$ cat src/rtl/ssd_pkg.sv
// ----------------------------------------------------------------------------
// ssd_pkg
// shared widths, codes, cell control bundle and segment lookup for the
// six-digit seven-segment driver
// ----------------------------------------------------------------------------
package ssd_pkg;

    localparam int FUNC_W  = 2;
    localparam int NUM_W   = 20;
    localparam int POS_W   = 3;
    localparam int GLYPH_W = 6;
    localparam int SEG_W   = 7;
    localparam int STAT_W  = 2;
    localparam int BCD_W   = 4;

    localparam logic [FUNC_W-1:0] FUNC_LOAD  = 2'd0;
    localparam logic [FUNC_W-1:0] FUNC_SHOW  = 2'd1;
    localparam logic [FUNC_W-1:0] FUNC_GIVEN = 2'd2;
    localparam logic [FUNC_W-1:0] FUNC_OFF   = 2'd3;

    localparam logic [STAT_W-1:0] STAT_OK        = 2'd0;
    localparam logic [STAT_W-1:0] STAT_TOO_LARGE = 2'd1;
    localparam logic [STAT_W-1:0] STAT_BAD_POS   = 2'd2;
    localparam logic [STAT_W-1:0] STAT_BAD_GLYPH = 2'd3;

    localparam logic [GLYPH_W-1:0] GLYPH_COUNT = 6'd41;
    localparam logic [GLYPH_W-1:0] BLANK_GLYPH = 6'd10;

    // control bundle broadcast from the sequencer to every cell
    typedef struct packed {
        logic clear;
        logic shift;
        logic finish;
    } cell_ctrl_t;

    // largest number that fits in n decimal digits
    function automatic logic [31:0] max_number(input int n);
        logic [31:0] m;
        m = 32'd1;
        for (int i = 0; i < n; i++) begin
            m = m * 32'd10;
        end
        return m - 32'd1;
    endfunction

    // segment lines a..g; decimal point bit of the table is dropped
    function automatic logic [SEG_W-1:0] seg_lookup(input logic [GLYPH_W-1:0] g);
        logic [SEG_W-1:0] s;
        unique case (g)
            6'd0:    s = 7'h3F;
            6'd1:    s = 7'h06;
            6'd2:    s = 7'h5B;
            6'd3:    s = 7'h4F;
            6'd4:    s = 7'h66;
            6'd5:    s = 7'h6D;
            6'd6:    s = 7'h7D;
            6'd7:    s = 7'h07;
            6'd8:    s = 7'h7F;
            6'd9:    s = 7'h6F;
            6'd10:   s = 7'h00;
            6'd11:   s = 7'h77;
            6'd12:   s = 7'h7C;
            6'd13:   s = 7'h39;
            6'd14:   s = 7'h5E;
            6'd15:   s = 7'h79;
            6'd16:   s = 7'h71;
            6'd17:   s = 7'h3D;
            6'd18:   s = 7'h76;
            6'd19:   s = 7'h30;
            6'd20:   s = 7'h0E;
            6'd21:   s = 7'h76;
            6'd22:   s = 7'h38;
            6'd23:   s = 7'h00;
            6'd24:   s = 7'h54;
            6'd25:   s = 7'h3F;
            6'd26:   s = 7'h73;
            6'd27:   s = 7'h67;
            6'd28:   s = 7'h50;
            6'd29:   s = 7'h6D;
            6'd30:   s = 7'h78;
            6'd31:   s = 7'h3E;
            6'd32:   s = 7'h3E;
            6'd33:   s = 7'h00;
            6'd34:   s = 7'h76;
            6'd35:   s = 7'h6E;
            6'd36:   s = 7'h5B;
            6'd37:   s = 7'h40;
            6'd38:   s = 7'h00;
            6'd39:   s = 7'h63;
            6'd40:   s = 7'h08;
            default: s = 7'h00;
        endcase
        return s;
    endfunction

endpackage

$ cat src/rtl/ssd_digit_cell.sv
// ----------------------------------------------------------------------------
// ssd_digit_cell
// one display position: holds its glyph, doubles as a bcd shift-add-3
// stage during a load, and blanks itself when it is a leading zero
// ----------------------------------------------------------------------------
module ssd_digit_cell import ssd_pkg::*; #(
    parameter logic [GLYPH_W-1:0] INIT_GLYPH = 6'd1
) (
    input  logic               clk,
    input  logic               rst_n,
    input  cell_ctrl_t         ctrl,
    input  logic               keep,
    input  logic               shift_in,
    output logic               carry_out,
    input  logic               lead_zero_in,
    output logic               lead_zero_out,
    output logic [GLYPH_W-1:0] glyph_out
);

    logic [GLYPH_W-1:0] glyph_reg;
    logic [GLYPH_W-1:0] glyph_next;
    logic [BCD_W-1:0]   bcd;
    logic [BCD_W-1:0]   adj;
    logic               is_zero;

    assign bcd     = glyph_reg[BCD_W-1:0];
    assign adj     = (bcd >= 4'd5) ? bcd + 4'd3 : bcd;
    assign is_zero = (glyph_reg == '0);

    assign carry_out     = adj[BCD_W-1];
    assign lead_zero_out = lead_zero_in & is_zero;
    assign glyph_out     = glyph_reg;

    always_comb
    begin
        glyph_next = glyph_reg;
        priority if (ctrl.clear)
        begin
            glyph_next = '0;
        end
        else if (ctrl.shift)
        begin
            glyph_next = {2'b00, adj[BCD_W-2:0], shift_in};
        end
        else if (ctrl.finish)
        begin
            // leading zero shows blank, the rightmost digit always shows
            if (lead_zero_in && is_zero && !keep)
            begin
                glyph_next = BLANK_GLYPH;
            end
        end
        else
        begin
            // idle, glyph holds
            glyph_next = glyph_reg;
        end
    end

    always_ff @(posedge clk or negedge rst_n)
    begin
        if (!rst_n)
        begin
            glyph_reg <= INIT_GLYPH;
        end
        else
        begin
            glyph_reg <= glyph_next;
        end
    end

endmodule

$ cat src/rtl/six_digit_seven_segment_driver_core.sv
// ----------------------------------------------------------------------------
// six_digit_seven_segment_driver_core: multiplexed seven-segment display driver
// drive/off beats: result registered in the cycle after accept, one beat a cycle while the result is free or taken
// load beats: one number bit shifts through the cell chain per cycle (clear at
//   accept, one shift per number bit, a blanking step), no beat taken until done
// reset: glyph store holds 1,2,3,... in order, no result pending
// ----------------------------------------------------------------------------
module six_digit_seven_segment_driver_core import ssd_pkg::*; #(
    parameter int DIGITS = 6
) (
    input  logic               clk,
    input  logic               rst_n,
    // input channel
    input  logic               in_valid,
    output logic               in_ready,
    input  logic [FUNC_W-1:0]  func,
    input  logic [NUM_W-1:0]   number,
    input  logic [POS_W-1:0]   position,
    input  logic [GLYPH_W-1:0] glyph,
    // result channel
    output logic               out_valid,
    input  logic               out_ready,
    output logic [DIGITS-1:0]  digit_enable,
    output logic [SEG_W-1:0]   segments,
    output logic [STAT_W-1:0]  status
);

    localparam int          IDX_W      = (DIGITS > 1) ? $clog2(DIGITS) : 1;
    localparam int          CNT_W      = $clog2(NUM_W);
    localparam logic [31:0] MAX_NUMBER = max_number(DIGITS);

    // sequencer states
    localparam logic [1:0] ST_IDLE = 2'd0;
    localparam logic [1:0] ST_CONV = 2'd1;
    localparam logic [1:0] ST_FIN  = 2'd2;

    logic [1:0]       state_reg, state_next;
    logic [CNT_W-1:0] cnt_reg, cnt_next;
    logic [NUM_W-1:0] num_reg, num_next;

    logic              out_valid_reg, out_valid_next;
    logic [DIGITS-1:0] en_reg, en_next;
    logic [SEG_W-1:0]  seg_reg, seg_next;
    logic [STAT_W-1:0] stat_reg, stat_next;

    logic accept;
    logic too_large;
    logic load_ok;

    // cell chain wiring
    cell_ctrl_t         ctrl;
    logic [DIGITS-1:0]  carry;
    logic [DIGITS-1:0]  shift_bit;
    logic [DIGITS-1:0]  lz_in;
    logic [DIGITS-1:0]  lz_out;
    logic [GLYPH_W-1:0] glyph_q [DIGITS];

    // drive decode
    logic [IDX_W-1:0]   pos_idx;
    logic               pos_bad;
    logic [GLYPH_W-1:0] glyph_sel;

    assign in_ready  = (state_reg == ST_IDLE) && (!out_valid_reg || out_ready);
    assign accept    = in_valid && in_ready;
    assign too_large = ({12'd0, number} > MAX_NUMBER);
    assign load_ok   = accept && (func == FUNC_LOAD) && !too_large;

    // clear on accept, shift while converting, blank leading zeros at the end
    assign ctrl.clear  = load_ok;
    assign ctrl.shift  = (state_reg == ST_CONV);
    assign ctrl.finish = (state_reg == ST_FIN);

    // number bits enter the rightmost cell msb first, carries walk left
    genvar i;
    generate
        for (i = 0; i < DIGITS; i++)
        begin : g_cell
            if (i == DIGITS - 1)
            begin : g_lsd
                assign shift_bit[i] = num_reg[NUM_W-1];
            end
            else
            begin : g_mid
                assign shift_bit[i] = carry[i+1];
            end

            // leading-zero flag runs from the leftmost digit rightward
            if (i == 0)
            begin : g_msd
                assign lz_in[i] = 1'b1;
            end
            else
            begin : g_rest
                assign lz_in[i] = lz_out[i-1];
            end

            ssd_digit_cell #(
                .INIT_GLYPH (GLYPH_W'(i + 1))
            ) u_cell (
                .clk           (clk),
                .rst_n         (rst_n),
                .ctrl          (ctrl),
                .keep          (i == DIGITS - 1),
                .shift_in      (shift_bit[i]),
                .carry_out     (carry[i]),
                .lead_zero_in  (lz_in[i]),
                .lead_zero_out (lz_out[i]),
                .glyph_out     (glyph_q[i])
            );
        end
    endgenerate

    // position 1 is the leftmost cell
    assign pos_idx   = IDX_W'(position - 3'd1);
    assign pos_bad   = (position == 3'd0) || ({1'b0, position} > 4'(DIGITS));
    assign glyph_sel = (func == FUNC_SHOW) ? glyph_q[pos_idx] : glyph;

    // sequencer
    always_comb
    begin
        state_next = state_reg;
        cnt_next   = cnt_reg;
        num_next   = num_reg;
        unique case (state_reg)
            ST_IDLE:
            begin
                if (load_ok)
                begin
                    state_next = ST_CONV;
                    cnt_next   = CNT_W'(NUM_W - 1);
                    num_next   = number;
                end
            end
            ST_CONV:
            begin
                num_next = {num_reg[NUM_W-2:0], 1'b0};
                if (cnt_reg == '0)
                begin
                    state_next = ST_FIN;
                end
                else
                begin
                    cnt_next = cnt_reg - 1'b1;
                end
            end
            ST_FIN:
            begin
                state_next = ST_IDLE;
            end
            default:
            begin
                state_next = ST_IDLE;
            end
        endcase
    end

    // result register: drive beats resolve at accept, loads at the end
    always_comb
    begin
        out_valid_next = out_valid_reg;
        en_next        = en_reg;
        seg_next       = seg_reg;
        stat_next      = stat_reg;
        priority if (accept && !load_ok)
        begin
            out_valid_next = 1'b1;
            en_next        = '0;
            seg_next       = '0;
            stat_next      = STAT_OK;
            unique case (func)
                FUNC_LOAD:
                begin
                    stat_next = STAT_TOO_LARGE;
                end
                FUNC_OFF:
                begin
                    stat_next = STAT_OK;
                end
                FUNC_SHOW, FUNC_GIVEN:
                begin
                    if (pos_bad)
                    begin
                        stat_next = STAT_BAD_POS;
                    end
                    else if (glyph_sel >= GLYPH_COUNT)
                    begin
                        stat_next = STAT_BAD_GLYPH;
                    end
                    else
                    begin
                        en_next  = DIGITS'(1) << pos_idx;
                        seg_next = seg_lookup(glyph_sel);
                    end
                end
                default:
                begin
                    stat_next = STAT_OK;
                end
            endcase
        end
        else if (state_reg == ST_FIN)
        begin
            out_valid_next = 1'b1;
            en_next        = '0;
            seg_next       = '0;
            stat_next      = STAT_OK;
        end
        else if (out_ready)
        begin
            out_valid_next = 1'b0;
        end
        else
        begin
            // result waits for the receiver
            out_valid_next = out_valid_reg;
        end
    end

    always_ff @(posedge clk or negedge rst_n)
    begin
        if (!rst_n)
        begin
            state_reg     <= ST_IDLE;
            cnt_reg       <= '0;
            out_valid_reg <= 1'b0;
        end
        else
        begin
            state_reg     <= state_next;
            cnt_reg       <= cnt_next;
            out_valid_reg <= out_valid_next;
        end
    end

    // payload registers, no reset
    always_ff @(posedge clk)
    begin
        num_reg  <= num_next;
        en_reg   <= en_next;
        seg_reg  <= seg_next;
        stat_reg <= stat_next;
    end

    assign out_valid    = out_valid_reg;
    assign digit_enable = en_reg;
    assign segments     = seg_reg;
    assign status       = stat_reg;

    // an oversize load answers next cycle and never starts a conversion
    a_too_large: assert property (@(posedge clk) disable iff (!rst_n)
        (accept && (func == FUNC_LOAD) && too_large)
            |=> (out_valid && (status == STAT_TOO_LARGE) && (state_reg == ST_IDLE)))
        else $error("oversize load not flagged");

    // a lit digit is always a single position with ok status
    a_enable_onehot: assert property (@(posedge clk) disable iff (!rst_n)
        (out_valid && (digit_enable != '0)) |-> ($onehot(digit_enable) && (status == STAT_OK)))
        else $error("digit enable not one-hot");

    // a good load enters conversion and blocks further beats
    a_load_starts: assert property (@(posedge clk) disable iff (!rst_n)
        load_ok |=> ((state_reg == ST_CONV) && !in_ready))
        else $error("load did not start conversion");

    // the blanking cycle always hands a result to the output register
    a_fin_result: assert property (@(posedge clk) disable iff (!rst_n)
        (state_reg == ST_FIN) |=> ((state_reg == ST_IDLE) && out_valid && (status == STAT_OK)))
        else $error("load finished without result");

endmodule

$ cat config.mk
export PLATFORM = sky130hd
export DESIGN_NAME = six_digit_seven_segment_driver_core
export DESIGN_NICKNAME = d
export VERILOG_FILES = /design/src/rtl/ssd_pkg.sv /design/src/rtl/ssd_digit_cell.sv /design/src/rtl/six_digit_seven_segment_driver_core.sv
export SDC_FILE = /design/constraint.sdc
export NUM_CORES = 1
export LEC_CHECK = 0
export BUFFER_PORTS_ARGS = -buffer_cell sky130_fd_sc_hd__buf_2
export CAP_MARGIN = 5
export CORE_MARGIN = 2
export CORE_UTILIZATION = 59
export DETAILED_ROUTE_END_ITERATION = 8
export GPL_TIMING_DRIVEN = 0
export PLACE_DENSITY = 0.89
export RECOVER_POWER = 100
export SETUP_SLACK_MARGIN = 0.4
export SLEW_MARGIN = 20
export SYNTH_ARGS = -nofsm -noshare
export SYNTH_HDL_FRONTEND = slang
export SYNTH_SLANG_ARGS = --single-unit
$ cat constraint.sdc
create_clock -name clk -period 3.83 [get_ports clk]
set_input_delay 0.1915 -clock clk [delete_from_list [all_inputs] [get_ports clk]]
set_output_delay 0.1915 -clock clk [all_outputs]
set_load 0.005 [all_outputs]
==> impl_metrics.env, run 1 <==
export IMPL_tightest_slew_ns=1.80
export IMPL_ys_seq_area_frac=0.424
export IMPL_drive_gt1_frac=0.152
export IMPL_cts_sinks=67
export IMPL_synth_ff_type="edfxtp_1"
export IMPL_instances_no_fill=651
export IMPL_grt_use_total=0.271
export IMPL_antenna_found_initial=0
export IMPL_finalHoldViolations=0
export IMPL_yosys_warnings=0
export IMPL_crit_family="simple AND/OR/NAND/NOR gates"
export IMPL_power_frac_comb=0.430
export IMPL_yosys_top_cells_area="edfxtp_1 (24%), dfrtp_1 (13%), ha_1 (9.4%), nand2_1 (6.8%), dfstp_2 (5.4%)"
export IMPL_path_class="reg2reg"
export IMPL_tritoncts="done"
export IMPL_area_delta_synth_final_pct=13.6
export IMPL_period_minus_slack_ns=3.52
export IMPL_clk_latency_ns=0.36
export IMPL_ant_nets=0
export IMPL_violations="capacitance limit, slew limit"
export IMPL_postSynthNetCount=552
export IMPL_worst_slack_ns=0.310
export IMPL_async_reset_ff_frac=0.478
export IMPL_synth_enable_flop_cells=35
export IMPL_cp_slowest_cell="or4b_1"
export IMPL_synth_top_cell_area_share=0.239
export IMPL_slew_violations=43
export IMPL_ir_drop_mv=0.441
export IMPL_fin_nets=615
export IMPL_startpoint_type="flip-flop"
export IMPL_setup_tns_final_ns=0
export IMPL_dieArea_sq_um=8150
export IMPL_grt_max_degree=33
export IMPL_yosysTopAreaCell="edfxtp_1"
export IMPL_leakage_nw=2.12
export IMPL_crit_top_cell="or4b_1"
export IMPL_rsz0062_at_grt="true"
export IMPL_fmax_mhz=284
export IMPL_p_int_w=0.00204
export IMPL_root_buffer="clkbuf_8"
export IMPL_numPortBuffers=51
export IMPL_diodes=0
export IMPL_drc=0
export IMPL_seq_power_share=0.396
export IMPL_switching_share=0.421
export IMPL_path_cells="nor4b_1 -> nand4_1 -> or4b_1 -> or4b_1 -> o211ai_1 -> o31ai_1 -> a22o_1"
export IMPL_hold_worst_slack_ns=0.0973
export IMPL_postCtsSetupBuffers=0
export IMPL_max_cap_violations=2
export IMPL_drt_first_pass_iters=5
export IMPL_slew_headroom=-0.197
export IMPL_numCtsBuffers=9
export IMPL_placement_setup_worst_slack_ns=-0.531
export IMPL_crit_fanout=6
export IMPL_rows=31
export IMPL_clk_path_buf_depth=2
export IMPL_worst_path_largest_cell_delay_ns=0.70
export IMPL_wl_mm=11.0
export IMPL_clkTransAtPathRegs_ns=0.08
export IMPL_netSwitchingPower_w=0.00148
export IMPL_grt_first_pass_wirelength_mm=17.9
export IMPL_finalCritPeriodShare=0.919
export IMPL_grt_pass1_vias=3659
export IMPL_synth_area_sq_um=4390
export IMPL_htree_levels=3
export IMPL_arrival_ns=3.76
export IMPL_fin_worst_skew_ns=0.0157
export IMPL_coreArea_sq_um=7210
export IMPL_final_area_sq_um=4990
export IMPL_wl_per_cell_um=16.9
export IMPL_status="complete, but fails checks"
export IMPL_syn_inst=484
export IMPL_cp_required_ns=4.07
export IMPL_largest_register_ffs=24
export IMPL_syn_mean_instance_area_sq_um=9.07
export IMPL_synth_seq_cells=67
export IMPL_num_vias=3987
export IMPL_dp_hpwl_mm=7.68
export IMPL_p_per_area_nw_per_um2=706
export IMPL_worst_path_buf_inv=0
export IMPL_start_util=0.609
export IMPL_drt_iter0_drc=337
export IMPL_post_dp_cell_area_sq_um=4780
export IMPL_die_w_um=90.3
export IMPL_ys_types=53
export IMPL_overflow=0
export IMPL_p_clk_frac=0.174
export IMPL_setup_viol=0
export IMPL_finalWeightedCongestion=0.919
export IMPL_dp_cells=634
export IMPL_hp_class="in2reg"
export IMPL_die_h_um=90.3
export IMPL_viasPerCell=6.12
export IMPL_ios=52
export IMPL_cp_end_kind="flip-flop"
[placed cells by master (no fill, tap or decap), types with 23 or more instances in the layout]
cell type  synthesis  routed
nor2_1            35      35
dfrtp_1           23      23
inv_1             33      33
buf_2              3      42
ha_1              33      32
nand2_1           80      80
clkbuf_1          20      30
a21oi_1           27      27
o21ai_0           30      29
edfxtp_1          35      35
[through the flow]
step	util	power, W
after global routing	0.691	0.00375
after floorplan	-	0.00244
after CTS	0.697	0.00350
after global placement	0.661	0.00275
final	0.691	0.00352
after detailed placement	0.662	0.00286
[path summary, 6_finish.rpt]
kind,cells past startpoint,endpoint,slack (ns),start
max reg2reg,7,g_cell[4].u_cell.glyph_out[3],0.31,g_cell[0].u_cell.glyph_out[2]
max in group asynchronous,2,g_cell[4].u_cell.glyph_out[3],1.94,rst_n
min in group asynchronous,2,g_cell[5].u_cell.glyph_out[3],0.85,rst_n
min,3,num_reg[5],0.1,number[5]
max,7,g_cell[4].u_cell.glyph_out[3],0.31,g_cell[0].u_cell.glyph_out[2]
min reg2reg,2,g_cell[5].u_cell.glyph_out[0],0.47,num_reg[19]
[final cells by class]
cell class	count	area, sq um
Fill cell	553	2230
Inverter	33	124
Timing Repair Buffer	52	254
Sequential cell	67	1860
Clock buffer	10	128
Multi-Input combinational cell	360	2320
Tap cell	99	124
Buffer	24	100
Clock inverter	6	73.8
[layer usage]
layer	global-route usage	routed length (um)	vias up
met5	0	0	-
met4	0.0910	292	0
met3	0.0467	871	34
met2	0.445	5230	213
met1	0.367	4610	1885
li1	-	-	1855
[logic make-up (layout without fill, tap and decap cells)]
logic type | after synthesis | count (layout) | synth area share
simple gates | 190 | 190 | 0.201
flops | 67 | 67 | 0.424
buf+inv | 57 | 125 | 0.0496
compound gates | 113 | 113 | 0.167
fa+ha+maj | 33 | 33 | 0.0940
xor+xnor | 12 | 12 | 0.0239
mux | 12 | 12 | 0.0396
[cells in the mapped netlist (2+ instances only)]
master	number
nor3b_1	2
o22ai_1	5
ha_1	33
a21oi_1	27
clkbuf_1	20
mux2i_1	5
and2_1	6
a31oi_1	11
nand4_1	4
o221ai_1	2
o211ai_1	3
nand2_1	80
edfxtp_1	35
nand2b_1	10
nor3_1	15
mux4_2	4
nand3_1	22
or4b_4	2
dfrtp_1	23
o21ai_0	30
xor2_1	4
xnor2_1	8
a221oi_1	4
dfstp_2	9
a211oi_1	5
nor4_1	3
nor2b_1	6
or3_1	2
buf_2	3
nor2_1	35
o32ai_1	2
a31o_2	2
mux2_2	3
a311oi_1	2
o31ai_1	7
inv_1	33
[timing repair]
| action | CTS | global route |
|---|---|---|
| pin swaps | 0 | 1 |
| setup endpoints to repair | 15 | 11 |
| gates resized for setup | 9 | 7 |
| hold buffers | 1 | 0 |
| endpoints found under the hold margin | 23 | 0 |
[worst reg2reg max path: stages, from the launching register on]
cell,delay (ns)
dfrtp_1,0.44
nor4b_1,0.46
nand4_1,0.30
or4b_1,0.70
or4b_1,0.65
o211ai_1,0.41
o31ai_1,0.16
a22o_1,0.30
[power by group through the flow]
stage / clock [W] / sequential (W) / combinational (W)
final: 0.000614 / 0.00140 / 0.00151
after global routing: 0.000645 / 0.00142 / 0.00168
after CTS: 0.000610 / 0.00139 / 0.00150
after detailed placement: 0 / 0.00140 / 0.00146
after global placement: 0 / 0.00138 / 0.00138
after floorplan: 0 / 0.00133 / 0.00111
Note: power is estimated with default switching activity, not from simulation.
==> run 2: changes to the inputs <==
- CELL_PAD_IN_SITES_DETAIL_PLACEMENT: unset -> 2
- CELL_PAD_IN_SITES_GLOBAL_PLACEMENT: unset -> 2
- CORE_UTILIZATION: 59 -> 36
- PLACE_DENSITY: 0.89 -> 0.87
==> impl_metrics.env, run 2 (synthesis results as in run 1) <==
export IMPL_die_h_um=114
export IMPL_area_delta_synth_final_pct=19.0
export IMPL_start_util=0.367
export IMPL_tightest_slew_ns=1.90
export IMPL_ant_nets=0
export IMPL_layout_commonest_cell="nand2_1"
export IMPL_p_int_w=0.00226
export IMPL_grt_use_total=0.235
export IMPL_numCtsBuffers=9
export IMPL_die_w_um=114
export IMPL_netSwitchingPower_w=0.00166
export IMPL_viasPerCell=5.71
export IMPL_crit_fanout=10
export IMPL_met2_usage=0.432
export IMPL_rsz0062_at_grt="false"
export IMPL_drt_first_pass_iters=4
export IMPL_path_class="in2reg"
export IMPL_finalHoldViolations=0
export IMPL_drc=0
export IMPL_grt_max_degree=33
export IMPL_clk_latency_ns=0.35
export IMPL_cts_sinks=67
export IMPL_root_buffer="clkbuf_16"
export IMPL_rr_startpoint="g_cell[0].u_cell.glyph_out[2]"
export IMPL_setup_viol=0
export IMPL_cp_slowest_cell="mux4_2"
export IMPL_fmax_mhz=288
export IMPL_arrival_ns=3.64
export IMPL_antenna_found_initial=0
export IMPL_power_frac_comb=0.418
export IMPL_grtUsageMet3=0.0360
export IMPL_worst_path_largest_cell_delay_ns=0.53
export IMPL_worst_slack_ns=0.364
export IMPL_p_per_area_nw_per_um2=751
export IMPL_fin_worst_skew_ns=0.0113
export IMPL_clk_path_buf_depth=2
export IMPL_hp_start="number[3]"
export IMPL_slew_headroom=-0.264
export IMPL_dp_hpwl_mm=10.8
export IMPL_clkTransAtPathRegs_ns=0.06
export IMPL_switching_share=0.423
export IMPL_drive_gt1_frac=0.176
export IMPL_grt_pass1_vias=4421
export IMPL_drt_iter0_drc=217
export IMPL_rows=40
export IMPL_dieArea_sq_um=13100
export IMPL_leakage_nw=2.20
export IMPL_seq_power_share=0.363
export IMPL_busiest_layer="met2"
export IMPL_status="complete, but fails checks"
export IMPL_path_cells="buf_2 -> buf_6 -> clkinvlp_2 -> ha_1 -> buf_4 -> mux4_2 -> nand2_1 -> a31oi_4 -> inv_2 -> ha_2 -> clkbuf_2 -> or3_1 -> a211o_1 -> a21oi_1"
export IMPL_wl_per_cell_um=21.1
export IMPL_worst_r2r_setup_slack_ns=0.39
export IMPL_worst_path_buf_inv=6
export IMPL_largest_register_ffs=24
export IMPL_finalWeightedCongestion=0.881
export IMPL_r2r_end="g_cell[4].u_cell.glyph_out[3]"
export IMPL_violations="capacitance limit, slew limit"
export IMPL_hold_end="num_reg[3]"
export IMPL_diodes=0
export IMPL_fin_nets=620
export IMPL_crit_family="buffers and inverters"
export IMPL_num_vias=4018
export IMPL_post_dp_cell_area_sq_um=4840
export IMPL_numPortBuffers=51
export IMPL_tritoncts="done"
export IMPL_cp_required_ns=4.00
export IMPL_ios=52
export IMPL_coreArea_sq_um=12000
export IMPL_wl_mm=14.8
export IMPL_htree_levels=3
export IMPL_setup_tns_final_ns=0
export IMPL_ir_drop_mv=0.313
export IMPL_startpoint_type="input port"
export IMPL_final_cell_mix="nand2_1 (80), buf_2 (41), nor2_1 (35), edfxtp_1 (35), ha_1 (32)"
export IMPL_placement_setup_worst_slack_ns=-0.841
export IMPL_overflow=0
export IMPL_grt_first_pass_wirelength_mm=23.6
export IMPL_final_area_sq_um=5230
export IMPL_r2r_cells=7
export IMPL_p_clk_frac=0.219
export IMPL_worstHoldPathCells=3
export IMPL_hp_class="in2reg"
export IMPL_max_cap_violations=1
export IMPL_slew_violations=33
export IMPL_period_minus_slack_ns=3.47
export IMPL_grtUsageMet1=0.277
export IMPL_fin_util=0.437
export IMPL_finalCritPeriodShare=0.905
export IMPL_cp_end_kind="flip-flop"
==> run 2: stage by stage <==
stage / hold WS, ns / cells / power (W)
after floorplan: -0.104 / 484 / 0.00244
after global placement: 0.316 / 682 / 0.00282
after detailed placement: 0.325 / 682 / 0.00303
after CTS: 0.111 / 699 / 0.00395
after global routing: 0.130 / 704 / 0.00421
final: 0.116 / 704 / 0.00393
==> run 2: power groups by stage <==
stage	Combinational [W]	Clock (W)	Sequential [W]
2_1_floorplan	0.00111	0	0.00133
3_3_place_gp	0.00143	0	0.00140
3_5_place_dp	0.00160	0	0.00143
4_1_cts	0.00165	0.000877	0.00142
5_1_grt	0.00184	0.000909	0.00146
6_report	0.00164	0.000859	0.00143
==> run 2: layout make-up <==
class / instances / area, sq um
plain buffers: 24 / 105
clock buffers: 10 / 229
clock inverters: 6 / 73.8
fillers: 1334 / 6740
inverters: 33 / 125
multi-input cells: 360 / 2350
flip-flops and latches: 67 / 1860
well taps: 147 / 184
repair buffers: 57 / 290
==> run 2: worst reg2reg max path, cell delays in order (launching register included) <==
cell,delay (ns)
dfrtp_1,0.44
nor4b_1,0.59
nand4_1,0.31
or4b_1,0.70
or4b_4,0.62
o211ai_2,0.28
o31ai_1,0.13
a22o_1,0.27
==> run 2: worst max path at each step <==
stage                     start           to  depth (start not counted)
finish              position[0]  segments[3]                         14
global route        position[0]  segments[3]                         14
CTS                 position[0]  segments[3]                         14
detailed placement  position[0]  segments[3]                         15
global placement    position[0]  segments[4]                         16
floorplan           position[0]  segments[3]                         13
==> run 2: what timing repair did <==
item | in CTS | in global routing
pin swaps | 0 | 2
cloned | 0 | 0
setup buffers | 0 | 5
hold endpoints to repair | 23 | 0
setup endpoints to repair | 15 | 13
hold buffers | 1 | 0
gates resized for setup | 11 | 10
==> run 2: per-layer routing <==
layer  vias to the layer above  wire length, um  share of wire
met5                         -                0              0
li1                       1862                -              -
met1                      2047             6300           0.42
met2                        83             7740           0.52
met4                         0              285          0.019
met3                        26              501          0.034
==> run 3: changes to the inputs <==
- ABC_AREA: unset -> 0
- CORE_UTILIZATION: 36 -> 38
- CTS_BUF_LIST: unset -> sky130_fd_sc_hd__clkbuf_2 sky130_fd_sc_hd__clkbuf_4 sky130_fd_sc_hd__clkbuf_8
- PLACE_DENSITY: 0.87 -> 0.91
==> impl_metrics.env, run 3 (synthesis results as in run 1) <==
export IMPL_status="complete, but fails checks"
export IMPL_violations="capacitance limit, slew limit"
export IMPL_crit_top_cell="inv_1"
export IMPL_crit_fanout=10
export IMPL_finalCritPeriodShare=0.933
export IMPL_hold_worst_slack_ns=0.0909
export IMPL_finalHoldViolations=0
export IMPL_drt_iter0_drc=220
export IMPL_slew_headroom=-0.330
export IMPL_fin_util=0.459
export IMPL_instances_no_fill=704
export IMPL_leakage_nw=2.20
export IMPL_ios=52
export IMPL_coreArea_sq_um=11400
export IMPL_startpoint_type="input port"
export IMPL_tightest_slew_ns=2.00
export IMPL_tritoncts="done"
export IMPL_grt_first_pass_wirelength_mm=26.9
export IMPL_fillers=1230
export IMPL_path_cells="buf_2 -> buf_4 -> inv_1 -> ha_1 -> clkbuf_2 -> mux4_2 -> nand2_1 -> a31oi_4 -> inv_1 -> ha_1 -> inv_1 -> a31oi_1 -> o21ai_2 -> nand4_1 -> clkbuf_4 -> nor4_1"
export IMPL_largest_register_ffs=24
export IMPL_ant_nets=0
export IMPL_wl_mm=17.5
export IMPL_path_class="in2reg"
export IMPL_grt_max_degree=33
export IMPL_arrival_ns=3.72
export IMPL_max_cap_violations=2
export IMPL_p_per_area_nw_per_um2=754
export IMPL_die_h_um=111
export IMPL_worst_path_largest_cell_delay_ns=0.38
export IMPL_dp_cells=678
export IMPL_placement_setup_worst_slack_ns=-0.887
export IMPL_clk_latency_ns=0.38
export IMPL_numPortBuffers=51
export IMPL_area_delta_synth_final_pct=18.8
export IMPL_cp_required_ns=3.97
export IMPL_hp_class="in2reg"
export IMPL_cp_end_kind="flip-flop"
export IMPL_fin_worst_skew_ns=0.0180
export IMPL_clk_path_buf_depth=2
export IMPL_final_area_sq_um=5210
export IMPL_grt_pass1_vias=4607
export IMPL_drt_first_pass_iters=5
export IMPL_setup_viol=0
export IMPL_diodes=0
export IMPL_worst_slack_ns=0.258
export IMPL_ir_drop_mv=0.293
export IMPL_fin_nets=624
export IMPL_drc=0
export IMPL_num_vias=4242
export IMPL_numCtsBuffers=9
export IMPL_rows=39
export IMPL_dieArea_sq_um=12400
export IMPL_start_util=0.386
export IMPL_fmax_mhz=280
export IMPL_root_buffer="clkbuf_8"
export IMPL_viasPerCell=6.03
export IMPL_die_w_um=111
export IMPL_finalWeightedCongestion=0.884
export IMPL_overflow=0
export IMPL_wl_per_cell_um=24.9
export IMPL_rsz0062_at_grt="true"
export IMPL_cts_sinks=67
export IMPL_crit_family="buffers and inverters"
export IMPL_final_cell_mix="nand2_1 (80), buf_2 (42), nor2_1 (35), edfxtp_1 (35), inv_1 (33)"
export IMPL_period_minus_slack_ns=3.57
export IMPL_dp_hpwl_mm=11.2
export IMPL_layout_commonest_cell="nand2_1"
export IMPL_antenna_found_initial=0
export IMPL_post_dp_cell_area_sq_um=4830
export IMPL_drive_gt1_frac=0.193
export IMPL_worst_path_buf_inv=7
export IMPL_grt_use_total=0.280
export IMPL_slew_violations=50
export IMPL_cp_slowest_cell="mux4_2"
export IMPL_htree_levels=3
export IMPL_clkTransAtPathRegs_ns=0.10
[run 3: cell types whose count changed in the layout (fill, tap and decap cells not counted), sizes merged]
cell	change
clkinvlp	-1
inv	+3
bufinv	+1
clkinv	-2
buf	+3
[run 3: per-stage QoR]
stage | total power [W] | setup TNS (ns)
floorplan | 0.00244 | 0
global placement | 0.00282 | -6.44
detailed placement | 0.00304 | -10.97
CTS | 0.00384 | 0
global route | 0.00417 | 0
finish | 0.00393 | 0
[run 3: cell type report]
type | instances | area (sq um) | share of cell area
buffer | 24 | 104 | 0.0199
clock buffer | 9 | 124 | 0.0238
clock inverter | 7 | 106 | 0.0204
inverter | 33 | 124 | 0.0238
multi-input combinational | 360 | 2390 | 0.459
sequential | 67 | 1860 | 0.357
tap | 143 | 179 | 0.0343
timing repair buffer | 61 | 320 | 0.0614
[run 3: final timing paths]
path                                                    start                             to  slack, ns  depth (start not counted)
worst max-delay path                              position[0]                digit_enable[3]       0.26                         16
worst min-delay path                                number[5]                     num_reg[5]       0.09                          3
worst max register to register  g_cell[0].u_cell.glyph_out[2]  g_cell[4].u_cell.glyph_out[3]       0.34                          7
worst min register to register                    num_reg[19]  g_cell[5].u_cell.glyph_out[0]       0.47                          2
max in group asynchronous                               rst_n  g_cell[3].u_cell.glyph_out[0]       1.78                          2
min in group asynchronous                               rst_n  g_cell[4].u_cell.glyph_out[1]       0.91                          2
[run 3: layer usage]
metal	GRT usage	up-vias	share of wire
li1	-	1868	-
met1	0.341	2162	0.42
met2	0.496	173	0.51
met3	0.0457	39	0.044
met4	0.114	0	0.029
met5	0	-	0
[run 3: worst register-to-register path, stage by stage (launching register included)]
cell,delay [ns]
dfrtp_1,0.47
nor4b_1,0.54
nand4_1,0.32
or4b_4,0.64
or4b_4,0.61
o211ai_2,0.35
o31ai_1,0.15
a22o_1,0.30
[run 3: what timing repair did]
item	in CTS	in global routing
resized for setup	11	21
gates cloned	0	0
hold buffers	1	0
endpoints found under the hold margin	23	0
endpoints found under the setup margin	15	13
setup buffers	2	7
pin swaps	1	4
[run 3: power by group]
group	total [W]	switching (W)	internal, W	leakage (nW)
combinational	0.00175	0.00114	0.000609	1.37
sequential	0.00145	0.000288	0.00116	0.721
clock	0.000731	0.000351	0.000379	0.117
total	0.00393	0.00178	0.00215	2.20
